===== config.mk =====
export PLATFORM = sky130hd
export DESIGN_NAME = flash_page_refresh_scheduler
export DESIGN_NICKNAME = d
export VERILOG_FILES = /design/src/design/fprs_pkg.sv /design/src/design/fprs_ram.sv /design/src/design/fprs_lookup.sv /design/src/design/flash_page_refresh_scheduler.sv
export SDC_FILE = /design/constraint.sdc
export NUM_CORES = 1
export LEC_CHECK = 0
export BUFFER_PORTS_ARGS = -buffer_cell sky130_fd_sc_hd__buf_2
export CORE_UTILIZATION = 61
export DETAILED_ROUTE_END_ITERATION = 6
export PLACE_DENSITY_LB_ADDON = 0.08
export REMOVE_ABC_BUFFERS = 1
export SYNTH_ARGS = -nofsm -noshare
export SYNTH_HDL_FRONTEND = slang
export SYNTH_SLANG_ARGS = --single-unit

===== constraint.sdc =====
create_clock -name clk -period 6.5 [get_ports clk]
set_input_delay 1.95 -clock clk [delete_from_list [all_inputs] [get_ports clk]]
set_output_delay 1.95 -clock clk [all_outputs]
set_load 0.05 [all_outputs]

===== src/design/fprs_pkg.sv =====
package fprs_pkg;

	localparam int unsigned NUM_SECTORS          = 17;
	localparam int unsigned PAGES_PER_BLOCK      = 8;
	localparam int unsigned FIRST_SECTOR_BLOCKS  = 1;
	localparam int unsigned SECOND_SECTOR_BLOCKS = 31;
	localparam int unsigned SECTOR_BLOCKS        = 32;

	localparam int unsigned PAGE_W    = 16;
	localparam int unsigned SECTOR_W  = 5;
	localparam int unsigned REFP_W    = 12;
	localparam int unsigned CNT_W     = 8;
	localparam int unsigned IN_DATA_W  = 16;
	localparam int unsigned OUT_DATA_W = 24;

	localparam int unsigned SEC_W = $clog2(NUM_SECTORS);
	// page arithmetic one bit wider than a page number so base + counter never wraps
	localparam int unsigned PX_W  = PAGE_W + 1;
	localparam int unsigned LIM_W = CNT_W + 1;
	localparam int unsigned CNT_MAX = 1 << CNT_W;

	function automatic int unsigned sect_pages(int unsigned s);
		int unsigned blocks;
		if (s == 0)
			blocks = FIRST_SECTOR_BLOCKS;
		else if (s == 1)
			blocks = SECOND_SECTOR_BLOCKS;
		else
			blocks = SECTOR_BLOCKS;
		return blocks * PAGES_PER_BLOCK;
	endfunction

	function automatic int unsigned sect_base(int unsigned s);
		int unsigned acc;
		acc = 0;
		for (int unsigned i = 0; i < s; i++)
			acc = acc + sect_pages(i);
		return acc;
	endfunction

	// counter wraps at the sector size, or at the counter range if smaller
	function automatic int unsigned sect_lim(int unsigned s);
		int unsigned p;
		p = sect_pages(s);
		return (p > CNT_MAX) ? CNT_MAX : p;
	endfunction

	typedef struct packed {
		logic             in_range;
		logic [SEC_W-1:0] sector;
		logic [PX_W-1:0]  base;
		logic [LIM_W-1:0] lim;
	} look_t;

endpackage


===== src/design/fprs_ram.sv =====
module fprs_ram #(
	parameter int unsigned WIDTH = 8,
	parameter int unsigned DEPTH = 16
) (
	input  logic                     clk,
	input  logic                     we,
	input  logic [$clog2(DEPTH)-1:0] waddr,
	input  logic [WIDTH-1:0]         wdata,
	input  logic                     re,
	input  logic [$clog2(DEPTH)-1:0] raddr,
	output logic [WIDTH-1:0]         rdata
);

	logic [WIDTH-1:0] mem [DEPTH];

	always_ff @(posedge clk) begin
		if (we)
			mem[waddr] <= wdata;
		if (re)
			rdata <= mem[raddr];
	end

endmodule


===== src/design/fprs_lookup.sv =====
module fprs_lookup (
	input  logic [fprs_pkg::PAGE_W-1:0] page,
	output fprs_pkg::look_t             look
);
	import fprs_pkg::*;

	logic [PX_W-1:0] page_x;

	assign page_x = {1'b0, page};

	// one comparator pair per sector against fixed borders; at most one hits
	always_comb begin
		look = '0;
		for (int unsigned s = 0; s < NUM_SECTORS; s++) begin
			if (page_x >= PX_W'(sect_base(s)) && page_x < PX_W'(sect_base(s + 1))) begin
				look.in_range = 1'b1;
				look.sector   = SEC_W'(s);
				look.base     = PX_W'(sect_base(s));
				look.lim      = LIM_W'(sect_lim(s));
			end
		end
	end

endmodule


===== src/design/flash_page_refresh_scheduler.sv =====
// Channel  Dir  Fields (tdata, lowest bit first)
// s_axis   in   written_page[15:0]
// m_axis   out  in_range[0], sector_index[5:1], refresh_page[17:6], refresh_needed[18]
//
// One request per cycle while m_axis does not stall; stage 1 feeds the result register.
// Stage 1 decodes the sector and reads its counter from the RAM; stage 2 bumps it
// and writes back, with a bypass of the last write for back-to-back hits.
// Reset clears per-sector valid bits, so counters read as zero until written.
// An m_axis stall holds both stages; s_tready drops only when both are full.
module flash_page_refresh_scheduler (
	input  logic                           clk,
	input  logic                           arst_n,
	input  logic                           s_tvalid,
	output logic                           s_tready,
	input  logic [fprs_pkg::IN_DATA_W-1:0]  s_tdata,  // written_page
	output logic                           m_tvalid,
	input  logic                           m_tready,
	output logic [fprs_pkg::OUT_DATA_W-1:0] m_tdata   // in_range, sector_index, refresh_page, refresh_needed
);
	import fprs_pkg::*;

	look_t             look_in;
	look_t             look_s1;
	logic [PAGE_W-1:0] page_s1;
	logic              vld_s1;

	logic              in_acc, out_free, adv;
	logic              ram_we;
	logic [CNT_W-1:0]  ram_rdata;
	logic [CNT_W-1:0]  cnt_cur, cnt_nxt;
	logic [LIM_W-1:0]  cnt_inc;
	logic [PX_W-1:0]   refp;

	logic [NUM_SECTORS-1:0] cnt_vld_q;
	logic                   fwd_vld_q;
	logic [SEC_W-1:0]       fwd_sec_q;
	logic [CNT_W-1:0]       fwd_cnt_q;

	logic                out_vld_q;
	logic                out_rng_q;
	logic [SECTOR_W-1:0] out_sec_q;
	logic [REFP_W-1:0]   out_refp_q;
	logic                out_need_q;

	assign out_free = !out_vld_q || m_tready;
	assign adv      = vld_s1 && out_free;
	assign s_tready = !vld_s1 || out_free;
	assign in_acc   = s_tvalid && s_tready;

	fprs_lookup u_lookup (
		.page (s_tdata[PAGE_W-1:0]),
		.look (look_in)
	);

	assign ram_we = adv && look_s1.in_range;

	fprs_ram #(
		.WIDTH (CNT_W),
		.DEPTH (NUM_SECTORS)
	) u_cnt_ram (
		.clk   (clk),
		.we    (ram_we),
		.waddr (look_s1.sector),
		.wdata (cnt_nxt),
		.re    (in_acc),
		.raddr (look_in.sector),
		.rdata (ram_rdata)
	);

	// last write wins over the RAM, which may have been read in the same cycle
	always_comb begin
		if (fwd_vld_q && fwd_sec_q == look_s1.sector)
			cnt_cur = fwd_cnt_q;
		else if (cnt_vld_q[look_s1.sector])
			cnt_cur = ram_rdata;
		else
			cnt_cur = '0;
	end

	assign cnt_inc = {1'b0, cnt_cur} + LIM_W'(1);
	assign cnt_nxt = (cnt_inc >= look_s1.lim) ? '0 : cnt_inc[CNT_W-1:0];
	assign refp    = look_s1.base + PX_W'(cnt_cur);

	always_ff @(posedge clk or negedge arst_n) begin
		if (!arst_n) begin
			vld_s1    <= 1'b0;
			out_vld_q <= 1'b0;
			cnt_vld_q <= '0;
			fwd_vld_q <= 1'b0;
		end else begin
			if (s_tready)
				vld_s1 <= s_tvalid;
			if (out_free)
				out_vld_q <= vld_s1;
			if (ram_we) begin
				cnt_vld_q[look_s1.sector] <= 1'b1;
				fwd_vld_q                 <= 1'b1;
			end
		end
	end

	always_ff @(posedge clk) begin
		if (in_acc) begin
			look_s1 <= look_in;
			page_s1 <= s_tdata[PAGE_W-1:0];
		end
		if (ram_we) begin
			fwd_sec_q <= look_s1.sector;
			fwd_cnt_q <= cnt_nxt;
		end
		if (adv) begin
			out_rng_q <= look_s1.in_range;
			if (look_s1.in_range) begin
				out_sec_q  <= SECTOR_W'(look_s1.sector);
				out_refp_q <= refp[REFP_W-1:0];
				out_need_q <= (refp != {1'b0, page_s1});
			end else begin
				out_sec_q  <= '0;
				out_refp_q <= '0;
				out_need_q <= 1'b0;
			end
		end
	end

	assign m_tvalid = out_vld_q;
	assign m_tdata  = {
		(OUT_DATA_W - 1 - SECTOR_W - REFP_W - 1)'(0),
		out_need_q, out_refp_q, out_sec_q, out_rng_q
	};

	a_cnt_below_lim: assert property (@(posedge clk) disable iff (!arst_n)
		(vld_s1 && look_s1.in_range) |-> ({1'b0, cnt_cur} < look_s1.lim))
		else $error("counter at or beyond its sector wrap");

	a_oor_zero: assert property (@(posedge clk) disable iff (!arst_n)
		(out_vld_q && !out_rng_q) |-> (out_sec_q == '0 && out_refp_q == '0 && !out_need_q))
		else $error("out-of-range result carries nonzero fields");

	a_no_write_oor: assert property (@(posedge clk) disable iff (!arst_n)
		ram_we |-> (vld_s1 && look_s1.in_range && out_free))
		else $error("counter write without an in-range request moving out");

	a_ready_when_empty: assert property (@(posedge clk) disable iff (!arst_n)
		(!vld_s1 || !out_vld_q) |-> s_tready)
		else $error("input stalled with a free pipeline slot");

endmodule

==> results of run 1 <==
==> path summary, 6_finish.rpt <==
check | startpoint | end | slack [ns] | depth (start not counted)
setup / recovery | look_s1[26] | u_cnt_ram.mem[4][7] | 0.75 | 19
hold / removal | cnt_vld_q[6] | cnt_vld_q[6] | 0.47 | 1
setup reg to reg | look_s1[26] | u_cnt_ram.mem[4][7] | 0.75 | 19
hold reg to reg | cnt_vld_q[6] | cnt_vld_q[6] | 0.47 | 1
max in group asynchronous | arst_n | cnt_vld_q[6] | 4.79 | 1
min in group asynchronous | arst_n | fwd_vld_q | 1.39 | 1
==> layout make-up <==
type	instances	area, um^2	share of cell area (%)
Sequential cell	225	6660	59.9
Multi-Input combinational cell	405	3010	27.1
Clock buffer	30	602	5.42
Timing Repair Buffer	59	343	3.09
Tap cell	216	270	2.43
Clock inverter	10	154	1.38
Inverter	20	75.1	0.676
==> critical path, delay by kind of cell, from the launching register on <==
kind	cells	cell delay, ns
AO/OA/AOI/OAI	9	1.94
AND/OR/NAND/NOR	5	1.44
flip-flops	1	0.67
multiplexers	1	0.64
adder cells (fa/ha/maj)	2	0.54
buffers and inverters	2	0.18
==> cell usage after synthesis (all sizes together) (4+ instances only) <==
library cell	number	area, um^2
buf	17	110
a311oi	6	52.6
xor2	12	105
mux2i	39	390
nand2b	5	31.3
or3	6	37.5
and3	4	25.0
o21a	4	30.0
o21ai	8	40.0
edfxtp	205	6160
a21oi	14	85.1
nor2	41	154
or4	4	30.0
nand3	8	45.0
nand2	47	176
or2	19	119
dfrtp	20	500
mux2	9	101
xnor2	15	131
mux4	11	252
and2	36	225
a31oi	8	50.1
nor3	8	40.0
ha	10	125
clkbuf	19	71.3
a211oi	29	218
nor4b	4	35.0
nand4	7	43.8
inv	20	75.1
==> metal layers <==
layer	global-route usage, %	up-vias
met5	0	-
met1	37.0	2876
met4	7.34	0
met3	4.21	36
met2	43.2	197
li1	-	2672
==> cell families after synthesis <==
kind of cell,share of synthesized area (%)
adder cells (fa/ha/maj),1.27
other,0.0380
flip-flops,67.4
buffers and inverters,2.60
AO/OA/AOI/OAI,7.27
multiplexers,7.52
AND/OR/NAND/NOR,11.3
XOR/XNOR,2.62
==> registers in the layout, summed over array words and instances (netlist names) <==
signal / flops
cnt_vld_q: 17
fwd_cnt_q: 8
fwd_sec_q: 5
fwd_vld_q: 1
look_s1: 13
m_tvalid: 1
out_need_q: 1
out_refp_q: 12
out_rng_q: 1
out_sec_q: 5
page_s1: 16
u_cnt_ram.mem: 136
u_cnt_ram.rdata: 8
vld_s1: 1
==> power by group through the flow <==
stage	clock [mW]	sequential, mW	combinational, mW
final	1.33	1.69	0.280
after global routing	1.40	1.70	0.303
after CTS	1.35	1.69	0.280
after detailed placement	0	1.72	0.279
after global placement	0	1.72	0.271
after floorplan	0	1.75	0.162
==> stage by stage <==
stage | total power, mW | setup slack [ns] | cell area, um^2 | utilization (%)
after floorplan | 1.91 | -0.0776 | 9710 | -
after global placement | 1.99 | 1.07 | 10400 | 65.4
after detailed placement | 2.00 | 0.811 | 10400 | 65.4
after CTS | 3.32 | 0.777 | 11100 | 70.2
after global routing | 3.40 | 0.371 | 11100 | 70.2
final | 3.31 | 0.753 | 11100 | 70.2
==> out/results.ini, run 1 <==
[power]
combPwrFrac_pct = 8.5
seq_power_share_pct = 51.3
power_density_mw_per_mm2 = 297
clock_power_share_pct = 40.3
cellLeakagePower_nw = 3.93
power.switching_mw = 0.737
sw_frac_of_total_pct = 22.3
p_int_mw = 2.57
ir_drop_mv = 0.215

[route]
num_vias = 5781
ant_nets = 0
drt_pass1_iterations = 4
viasPerCell = 5.99
top_layer = met4
wl_met1_um = 9300
drt-total-wl_um = 21100
wl_met2_um = 10200
initialDrtViolationCount = 458
drc = 0
wire_per_inst_um = 21.8
wl_met3_um = 1100

[sta]
post-route-period-util_pct = 88.4
period_minus_slack_ns = 5.75
worst_slew_pin_slew_ns = 1.35
slew_headroom_pct = 9.80
skew_ns = 0.00696
max_freq_ghz = 0.174
setup_viol = 0
drv_slew = 0
hold_slack_ns = 0.469
rsz0062_at_grt = false
hold_viol_final = 0
fin_tns_setup_ns = 0

[synthesis]
synthArstFlopShare_pct = 8.89
synthFlopType = edfxtp_1
yosysUniqueCellTypes = 67
synth_seq_cells = 225
seq_area_frac_synth_pct = 67.4
yosys_warnings = 0
synth_cells = 682
synth-edff-count = 205
synth.cell_area_mm2 = 0.00988
synth.avg_cell_area_um2 = 14.5

[setup_path]
worstPathRequired_ns = 6.67
crit_top_cell = o21a_1
slowest_delay_ns = 0.78
cp_cell_sequence = mux4_1 -> a22o_1 -> a41oi_4 -> and2_1 -> o21a_1 -> inv_1 -> ha_1 -> and3b_1 -> o21ai_0 -> inv_1 -> ha_1 -> nor2b_1 -> o21a_1 -> o21a_1 -> o21ai_0 -> nand2b_1 -> a21oi_1 -> o31ai_2 -> nor3b_2
worstPathArrival_ns = 5.92
crit_path_start_kind = register
path_class = reg -> reg
critical-path-slowest-cell = nor3b_2
cp-end-kind = register
critical_path.max_fanout = 18

[clock_network]
cts_sinks = 225
post_cts_buffers = 0
clock_path_buffers = 3
clkTransAtPathRegs_ns = 0.06
cts_hold_buf = 0
cts_tree = yes
cts_resized = 0
numCtsBuffers = 23
clock_latency_ns = 0.50
ctsRootBufferMaster = clkbuf_16
h-tree-depth = 1

[cells_and_area]
layout_commonest_cell = edfxtp_1
final_cells = 965
layout.cells.most_common_list = 205 x edfxtp_1, 47 x nand2_1, 41 x nor2_1
diodes = 0
syn_to_final_growth_pct = 12.5
drive_gt1_share_pct = 19.0
fillers = 1093
nets = 764

[global_route]
grt_use_total_pct = 26.4
grt_pass1_vias = 5682
grt_max_degree = 42
grt_pass1_wl_um = 32100
grt-ovfl-total = 0
antenna_found_initial = 0

[die]
core_mm2 = 0.0158
die_w_um = 129
io_pins = 46
die_y_um = 129
rows = 46
die_area_mm2 = 0.0167
start_util_pct = 62.4

[placement]
gp_congestion = 0.915
detailed_place_hpwl_um = 13700
io_buffers = 40
post-place-cells = 925

[status]
outcome = finished clean

[hold_path]
hold_path_class = reg -> reg

[run]
max-cap-violations = 0

(Power assumes the default switching activity.)
==> run 2, diff against run 1 <==
--- a/config.mk
+++ b/config.mk
@@ -5,11 +5,13 @@
 export SDC_FILE = /design/constraint.sdc
 export NUM_CORES = 1
 export LEC_CHECK = 0
+export ABC_AREA = 1
 export BUFFER_PORTS_ARGS = -buffer_cell sky130_fd_sc_hd__buf_2
-export CORE_UTILIZATION = 61
+export CORE_UTILIZATION = 62
 export DETAILED_ROUTE_END_ITERATION = 6
 export PLACE_DENSITY_LB_ADDON = 0.08
 export REMOVE_ABC_BUFFERS = 1
+export SLEW_MARGIN = 15
 export SYNTH_ARGS = -nofsm -noshare
 export SYNTH_HDL_FRONTEND = slang
 export SYNTH_SLANG_ARGS = --single-unit
==> out/results.ini, run 2 <==
[cells_and_area]
regArea_mm2 = 0.00666
largest_reg_flops = 136
nets = 1027
reg_top3 = u_cnt_ram.mem (136), cnt_vld_q (17), page_s1 (16)
top_register = u_cnt_ram.mem
diodes = 0
fillers = 1178
multi_input_area_mm2 = 0.00298
syn_to_final_growth_pct = 10.5
layout.cells.most_common_list = 205 x edfxtp_1, 190 x nand2_1, 131 x inv_1
drive_gt1_share_pct = 15.6
layout_commonest_cell = edfxtp_1

[sta]
rsz0062_at_grt = false
slew_headroom_pct = 26.1
max_freq_ghz = 0.201
post-route-period-util_pct = 76.7
fin_tns_setup_ns = 0
drv_slew = 0
skew_ns = 0.0130
setup_viol = 0
hold_slack_ns = 0.463
worst_slew_pin_slew_ns = 1.10
hold_viol_final = 0
period_minus_slack_ns = 4.98

[synthesis]
synth_cells = 952
seq_area_frac_synth_pct = 64.2
yosys.area.top_type_share_pct = 59.3
synth_top_family_by_area = simple AND/OR/NAND/NOR gates
netlist_top_cells_count = 205 x edfxtp_1, 190 x nand2_1, 131 x inv_1
synth_simple_gate_area_share_pct = 18.2
yosysMostFrequentCell = edfxtp_1
ys_top_cells_by_area = edfxtp_1 59%, nand2_1 6.9%, dfrtp_1 4.8%
synth_compound_area_share_pct = 8.02
synth-edff-count = 205
yosys_warnings = 0
synth.cell_area_mm2 = 0.0104
muxShareOfSynthArea_pct = 0
synth.avg_cell_area_um2 = 10.9
post_synth_fa_ha_maj_area_fraction_pct = 1.21
synthFlopType = edfxtp_1
synthArstFlopShare_pct = 8.89
yosysUniqueCellTypes = 49
synth_seq_cells = 225
synthXorXnorAreaFrac_pct = 0.832
yosys.area.top_type = edfxtp_1

[global_route]
grt_use_total_pct = 25.4
grt_max_degree = 55
grt_pass1_wl_um = 33700
grt_pass1_vias = 6423
grt-ovfl-total = 0
antenna_found_initial = 1

[hold_path]
hold_path_class = reg -> reg

[status]
outcome = finished clean

[power]
cellLeakagePower_nw = 4.77
ir_drop_mv = 0.226
power_density_mw_per_mm2 = 297
finalPower_mw = 3.40

[clock_network]
post_cts_buffers = 0
h-tree-depth = 1
cts_resized = 0
cts_tree = yes
cts_hold_buf = 0
cts_sinks = 225
clock_path_buffers = 3
ctsRootBufferMaster = clkbuf_16
clkTransAtPathRegs_ns = 0.06
clock_latency_ns = 0.51
numCtsBuffers = 23

[run]
max-cap-violations = 0

[die]
core_mm2 = 0.0161
io_pins = 46
rows = 46
start_util_pct = 64.4
die_area_mm2 = 0.0173
die_y_um = 131
die_w_um = 131

[setup_path]
path_class = reg -> reg
r2r_end = u_cnt_ram.mem[14][7]
critical_path.max_fanout = 18
r2r_cells = 23
crit_path_start_kind = register
worstPathRequired_ns = 6.67
crit_start = look_s1[26]
endpoint = u_cnt_ram.mem[14][7]
regToRegStartpoint = look_s1[26]
cp-end-kind = register
rrSetupSlack_ns = 1.52
worstPathArrival_ns = 5.16

[route]
drt_pass1_iterations = 5
initialDrtViolationCount = 592
wire_per_inst_um = 17.5
drt-total-wl_um = 21500
num_vias = 6858
ant_nets = 0
drc = 0
viasPerCell = 5.58

[placement]
detailed_place_hpwl_um = 14500
io_buffers = 40
gp_congestion = 0.865

-- run 2: worst min-delay path by stage --
stage | endpoint | start | cells past startpoint | slack (ns)
detailed placement | cnt_vld_q[6] | cnt_vld_q[6] | 2 | 0.44
global route | cnt_vld_q[13] | cnt_vld_q[13] | 1 | 0.49
floorplan | cnt_vld_q[0] | cnt_vld_q[0] | 2 | 0.42
CTS | cnt_vld_q[6] | cnt_vld_q[6] | 2 | 0.46
finish | cnt_vld_q[6] | cnt_vld_q[6] | 2 | 0.46
global placement | cnt_vld_q[6] | cnt_vld_q[6] | 2 | 0.44
-- run 2: worst max-delay path: stages, from the launching register on --
cell	delay, ns
edfxtp_1	0.77
inv_2	0.16
nand2_1	0.09
nand2_1	0.05
nand2_1	0.05
nand2_1	0.07
nand2_1	0.10
nand3_4	0.16
o21bai_1	0.24
nand2_1	0.22
ha_1	0.30
nand2_1	0.08
nor2_1	0.06
nand3_1	0.11
xor2_1	0.25
inv_1	0.07
ha_1	0.30
a21oi_1	0.15
o21ai_0	0.10
a21oi_1	0.14
nor2_1	0.05
nor2_1	0.18
o31ai_4	0.16
nor2_1	0.76
-- run 2: kinds of logic after synthesis --
kind of cell / after synthesis
AND/OR/NAND/NOR: 403
flip-flops: 225
buffers and inverters: 177
AO/OA/AOI/OAI: 127
adder cells (fa/ha/maj): 10
XOR/XNOR: 9
other: 1
-- run 2: routing by layer --
metal / track usage [%] / up-vias / routed length [um]
met2: 40.2 / 239 / 9960
met4: 8.46 / 0 / 573
li1: - / 3330 / -
met1: 36.7 / 3241 / 9660
met5: 0 / - / 0
met3: 3.24 / 48 / 1300
-- run 2: per-stage QoR --
step           area, um^2  utilization (%)  instances  setup WS (ns)
2_1_floorplan       10100                -        919          0.470
3_3_place_gp        10700             66.6       1188           1.66
3_5_place_dp        10700             66.6       1188           1.48
4_1_cts             11500             71.1       1229           1.45
5_1_grt             11500             71.1       1229          0.910
6_report            11500             71.1       1229           1.52
-- run 2: where the power goes --
| part | total (mW) | switching (mW) | internal [mW] |
|---|---|---|---|
| clock | 1.27 | 0.528 | 0.740 |
| sequential | 1.73 | 0.0386 | 1.69 |
| combinational | 0.403 | 0.292 | 0.111 |
-- run 2: area by class of cell --
cell class              count  area share (%)
inverters                 140            4.65
well taps                 216            2.36
repair buffers             53            2.60
flip-flops and latches    225            58.1
multi-input cells         554            26.0
clock inverters            14            1.08
clock buffers              27            5.24
